`src/rtl/csr_pkg.sv`:
```
// Types and constants shared by the component status reporter modules.
package csr_pkg;

	localparam int STATUS_W    = 8;
	localparam int TIME_W      = 32;
	localparam int RESEND_W    = 16;
	localparam int ID_W        = 11;
	localparam int LEN_W       = 3;
	localparam int CNT_W       = 9;
	localparam int CFG_IDX_W   = 2;
	localparam int CFG_DATA_W  = 16;
	localparam int IN_TDATA_W  = 56;
	localparam int OUT_TDATA_W = 56;

	localparam logic [STATUS_W-1:0] ERR_CODE_RST = 8'd2;
	localparam logic [RESEND_W-1:0] RESEND_RST   = 16'd500;
	localparam logic [ID_W-1:0]     MSG_ID_RST   = 11'd0;

	localparam logic [LEN_W-1:0] LEN_OK  = 3'd3;
	localparam logic [LEN_W-1:0] LEN_ERR = 3'd4;

	localparam logic [CNT_W-1:0] CNT_MAX = 9'd511;

	typedef enum logic [CFG_IDX_W-1:0] {
		CFG_ERR_CODE = 2'd0,
		CFG_RESEND   = 2'd1,
		CFG_MSG_ID   = 2'd2
	} cfg_idx_t;

	typedef enum logic {
		FUNC_REPORT = 1'b0,
		FUNC_READ   = 1'b1
	} func_t;

	typedef enum logic [1:0] {
		ST_IDLE,
		ST_READ,
		ST_EVAL,
		ST_EMIT
	} state_t;

	// Commands from the controller to the datapath
	typedef struct packed {
		logic load_in;
		logic eval;
		logic load_out;
	} dp_cmd_t;

	// Status from the datapath to the controller
	typedef struct packed {
		logic out_free;
	} dp_stat_t;

endpackage

```
`src/rtl/csr_ctrl.sv`:
```
// Controller state machine of the component status reporter.
module csr_ctrl
	import csr_pkg::*;
	(
		input  logic     clk,
		input  logic     arst_n,
		input  logic     s_axis_tvalid,
		output logic     s_axis_tready,
		input  dp_stat_t stat,
		output dp_cmd_t  cmd
	);

	state_t state_q;
	state_t state_d;

	// State register
	always_ff @(posedge clk or negedge arst_n) begin
		if (!arst_n) begin
			state_q <= ST_IDLE;
		end else begin
			state_q <= state_d;
		end
	end

	// Next state and datapath commands
	always_comb begin
		state_d       = state_q;
		s_axis_tready = 1'b0;
		cmd           = '0;
		case (state_q)
			ST_IDLE: begin
				s_axis_tready = 1'b1;
				if (s_axis_tvalid) begin
					cmd.load_in = 1'b1;
					state_d     = ST_READ;
				end
			end
			ST_READ: begin
				state_d = ST_EVAL;
			end
			ST_EVAL: begin
				cmd.eval = 1'b1;
				state_d  = ST_EMIT;
			end
			ST_EMIT: begin
				if (stat.out_free) begin
					cmd.load_out = 1'b1;
					state_d      = ST_IDLE;
				end
			end
			default: begin
				state_d = ST_IDLE;
			end
		endcase
	end

endmodule

```
`config.mk`:
```
export PLATFORM = sky130hd
export DESIGN_NAME = csr_ctrl
export DESIGN_NICKNAME = d
export VERILOG_FILES = /design/src/rtl/csr_pkg.sv /design/src/rtl/csr_ctrl.sv
export SDC_FILE = /design/constraint.sdc
export NUM_CORES = 1
export LEC_CHECK = 0
export CORE_AREA = 2 2 39 41
export DETAILED_ROUTE_END_ITERATION = 8
export DIE_AREA = 0 0 41 43
export DONT_BUFFER_PORTS = 1
export HOLD_SLACK_MARGIN = 0.12
export PLACE_DENSITY = 0.3
export SLEW_MARGIN = 20
export SYNTH_ARGS = -nofsm -noshare
export SYNTH_HDL_FRONTEND = slang
export SYNTH_SLANG_ARGS = --single-unit
```
`constraint.sdc`:
```
create_clock -name clk -period 1.3 [get_ports clk]
set_input_delay 0 -clock clk [delete_from_list [all_inputs] [get_ports clk]]
set_output_delay 0 -clock clk [all_outputs]
set_load 0.005 [all_outputs]
```
### Yosys cells after proc, flatten, opt, wreduce, memory -nomap -nowiden

Index checks and enable logic that the tools add are counted.

| word-level totals | value |
|---|---|
| input port bits | 4 |
| logic and storage cells | 17 |
| memories kept | 0 |
| bits in latches | 0 |
| RAM bits | 0 |
| register bits after elaboration | 2 |
| output and inout bits | 4 |
| ROM bits | 0 |

| cells by class | value |
|---|---|
| shift-type cells | 0 |
| add/subtract/negate cells | 0 |
| equality and inequality tests | 5 |
| bitwise operators | 0 |
| multipliers | 0 |
| $lt $le $gt $ge | 0 |
| div/mod/pow operators | 0 |
| reduce and logical (&&, ||, !) cells | 2 |
| mux-type cells | 9 |

Operators with widths:

| operator | count |
|---|---|
| 2-bit case mux with 4 select lines | 1 |
| 1-bit two-way mux | 6 |
| 2-bit equality test, second input constant | 2 |
| 2-bit two-way mux | 2 |
| 2-bit inequality test, second input constant | 2 |
| 2-bit by 1-bit equality test with 1-bit output, second input constant | 1 |
| 2-bit zero test | 1 |
| 2-bit AND reduction | 1 |

### Logic depth before layout (Yosys ltp)

| depth | value |
|---|---|
| word-level depth | 3 |
| gate-level depth with buffers | 4 |
| depth with buffers taken out | 4 |

### Worst setup path after synthesis

OpenSTA, ideal clock, no wires.

| path | value |
|---|---|
| path type | register to register |
| start point | register state_q[1] |
| end point | register state_q[1] |
| buffers on the path | 0 |
| path slack | 0.055 ns |
| clock period less this slack | 1.245 ns |
| data arrival time | 1.120 ns |
| library setup time | 0.125 ns |
| stages on the path, launching flop included | 5 |
| data required time | 1.175 ns |
| cells stage by stage | dfrtp_1 -> ha_1 -> nor2b_4 -> a21oi_2 -> mux2_4 |

| on the way | value |
|---|---|
| cells in the longest elaborated chain, start to end | 3 |
| elaborated cells between the ends (all ways) | 8 |
| those cells by class | eq/ne (5); mux (1); reduce/logical (2) |

RTL lines:

| what | RTL line | source |
|---|---|---|
| start: declaration | csr_ctrl.sv:13 | `state_t state_q;` |
| start signal: assignment | csr_ctrl.sv:21 | `state_q <= state_d;` |
| 2-bit equality test / 2-bit zero test (equally long branches) | csr_ctrl.sv:30 | `case (state_q)` |
| 2-bit inequality test (no source line) | - |  |
| 2-bit AND reduction (no source line) | - |  |

Several ways; a longest one is shown, not always the timed one.
A chain may end at the register's enable or synchronous reset.

### Final worst setup path

| path | value |
|---|---|
| start point | register state_q[0] |
| end point | register state_q[1] |

The elaborated chain is that of the path after synthesis.

==> qor.csv <==
stage;metric;value;unit
job;max-cap viol count;0;
synthesis;area fraction of the dominant cell type after synthesis;31.0;%
worst_setup_path;Buf/Inv on CP;0;
floorplan;die height;43;um
sta;Setup WS post-layout;0.0340;ns
run_status;status;completed;
sta;Final Setup Violations;0;
sta;Final period util;97.4;%
worst_setup_path;cells along the critical path;ha_2 -> nor2b_4 -> a21oi_2 -> mux2_4;
synthesis;register area share after synthesis;31.0;%
global_route;initial antenna violation count;0;
worst_setup_path;crit-path max FO;3;
synthesis;Area contributors post-synth;dfrtp_1, ha_1, mux2_4;
placed_design;Post-DP Area;204;sq um
synthesis;synthesized instance count;14;
routing;met2 WL post-DR;220;um
floorplan;Rows;14;
placed_design;pre-CTS setup slack;-0.00416;ns
routing;DR iter-0 viols;3;
clocking;clock slew at reported path FFs;0.03;ns
finish;Layout area overhead;68.2;%
pwr;Pwr Density;2270;nW/um^2
pwr;Max IR drop VDD;0.000345;V
worst_setup_path;CP Data Required Time;1.41;ns
synthesis;yosys warns;0;
finish;max reg flops;2;
worst_setup_path;critical path launch point;state_q[0];
synthesis;ys async rst share;100;%
routing;M1 WL;98;um
placed_design;Buffers on Ports;0;
finish;fin util;19.6;%
finish;largest register by flop count;state_q;
finish;Post-Layout Inst Area;272;sq um
global_route;largest net degree at the start of global routing;4;
min_path;HP Class;in -> out;
finish;Top Registers;state_q x2;
clocking;setup bufs post-CTS;0;
pwr;total power;0.000615;W
routing;WL final;333;um
routing;drt first pass iters;2;
clocking;worst skew pair latency;0.23;ns
global_route;vias in the first global route;175;
sta;smallest hold slack;0.121;ns
routing;highest metal used;met3;
placed_design;Routability Congestion;0.512;
routing;Vias/cell;3.38;
synthesis;Netlist cell types;9;
floorplan;die area;1760;sq um
sta;unrepaired setup endpoints after global routing;yes;
floorplan;Die Width;41;um
worst_setup_path;crit path DAT;1.38;ns
clocking;Num Clock Sinks;2;
worst_setup_path;startpoint types;flip-flop;
worst_setup_path;R2R Path End;state_q[1];
sta;min Tclk post-route;1.27;ns
global_route;total track usage;6.61;%
worst_setup_path;end of the critical path;state_q[1];
floorplan;# IOs;8;
worst_setup_path;Setup crit end kind;flip-flop;
synthesis;post-synth top area cell;dfrtp_1;
global_route;grt total ovfl;0;
worst_setup_path;slowest CP cell;dfrtp_1;
worst_setup_path;Crit Path Class;reg -> reg;
clocking;clk root buf;clkbuf_4;
floorplan;Initial Util;11.7;%
worst_setup_path;flop-to-flop setup slack;0.03;ns
synthesis;top_reg_cell synth;dfrtp_1;
sta;Slew HR;90.5;%
clocking;Max clock buf depth;2;
finish;Ant. Diodes;0;
worst_setup_path;Reg2Reg Depth;4;
clocking;total CTS buffers;3;
sta;skew final;0.00751;ns
worst_setup_path;worst r2r src;state_q[0];
worst_setup_path;WP depth;4;
routing;Avg WL per Cell;8.33;um
sta;pins over their slew limit;0;
finish;Nets;33;
synthesis;Post-synth EDFFs;0;
routing;Residual DRC;0;
synthesis;synthesized cell area;161;sq um
worst_setup_path;Worst path max stage delay;0.39;ns
floorplan;Core Footprint;1380;sq um
finish;layout cells sized above 1;54.2;%
routing;met3 wire len;14;um
sta;Worst Max-Slew Pin Slew;0.142;ns
finish;fillers;158;
sta;final hold vios;0;
synthesis;most common library cells after synthesis;ha_1, inv_1, dfrtp_1;
synthesis;Mapped Avg Cell Area;11.5;sq um
synthesis;Post-Syn Nets;21;
sta;f_max;0.790;GHz
routing;Vias;135;
pwr;cell leakage power;0.129;nW
worst_setup_path;CP top delay family;flip-flops;
routing;DRT antenna net count;0;
clocking;H-tree Lvls;1;
synthesis;flops & latches, synth;2;
placed_design;DP Wirelength;248;um
clocking;CTS tree;yes;
global_route;global-route wire length before repair;648;um
-- cell families (layout without fill, tap and decap cells) --
kind of cell / Yosys count / count (layout) / share of synthesized area (%)
AO/OA/AOI/OAI: 2 / 2 / 12.4
adder cells (fa/ha/maj): 3 / 3 / 23.3
buffers and inverters: 3 / 13 / 6.98
flip-flops: 2 / 2 / 31.0
multiplexers: 1 / 1 / 9.30
AND/OR/NAND/NOR: 3 / 3 / 17.1
-- timing repair --
item	4_1_cts	5_1_grt
pin swaps	0	1
hold endpoints to repair	4	0
hold buffers	4	0
resized for setup	1	1
setup endpoints to repair	1	1
-- stage by stage --
stage	std cells	setup TNS, ns
3_5_place_dp	33	-0.00416
3_3_place_gp	33	-0.0119
2_1_floorplan	14	0
4_1_cts	40	0
6_report	40	0
5_1_grt	40	-0.0195
-- placed cells by master (no fill, tap or decap) --
cell type,Yosys,final
buf_4,0,3
dlygate4sd3_1,0,4
ha_1,3,1
ha_2,0,2
nor2b_4,1,1
o32a_2,1,1
mux2_4,1,1
dfrtp_1,2,2
inv_1,3,3
a21oi_2,1,1
and2_2,1,1
and2_1,1,1
clkbuf_4,0,3
-- per-layer routing --
layer  global-route usage [%]  up-vias
li1                         -       65
met5                        0        -
met4                     12.0        0
met2                     8.44        2
met3                     3.14        0
met1                     4.79       68
-- worst min path at each step --
stage / startpoint / end / slack, ns / cells after the start
2_1_floorplan: arst_n / state_q[0] / -0.30 / 0
3_3_place_gp: arst_n / state_q[0] / -0.30 / 0
6_report: s_axis_tvalid / cmd[2] / 0.12 / 1
4_1_cts: s_axis_tvalid / cmd[2] / 0.12 / 1
3_5_place_dp: arst_n / state_q[0] / -0.30 / 0
5_1_grt: s_axis_tvalid / cmd[2] / 0.13 / 1
-- power breakdown --
group	total [W]	leakage (nW)	internal, W	switching [W]
clock network	0.000139	0.0138	0.000102	0.0000374
logic	0.000348	0.0919	0.000222	0.000127
registers	0.000128	0.0235	0.0000987	0.0000290
total	0.000615	0.129	0.000422	0.000193
-- area by class of cell --
type                            instances  area, sq um  area share (%)
Clock buffer                            3         22.5            8.29
Timing Repair Buffer                    7         62.6            23.0
Inverter                                3         11.3            4.15
Multi-Input combinational cell          9          105            38.7
Sequential cell                         2         50.0            18.4
Tap cell                               16         20.0            7.37
-- worst reg2reg max path: stages (launching register included) --
cell and delay, ns:
dfrtp_1 0.39, ha_2 0.19, nor2b_4 0.12, a21oi_2 0.14, mux2_4 0.31
No activity file was read; power rests on OpenSTA's default activity.
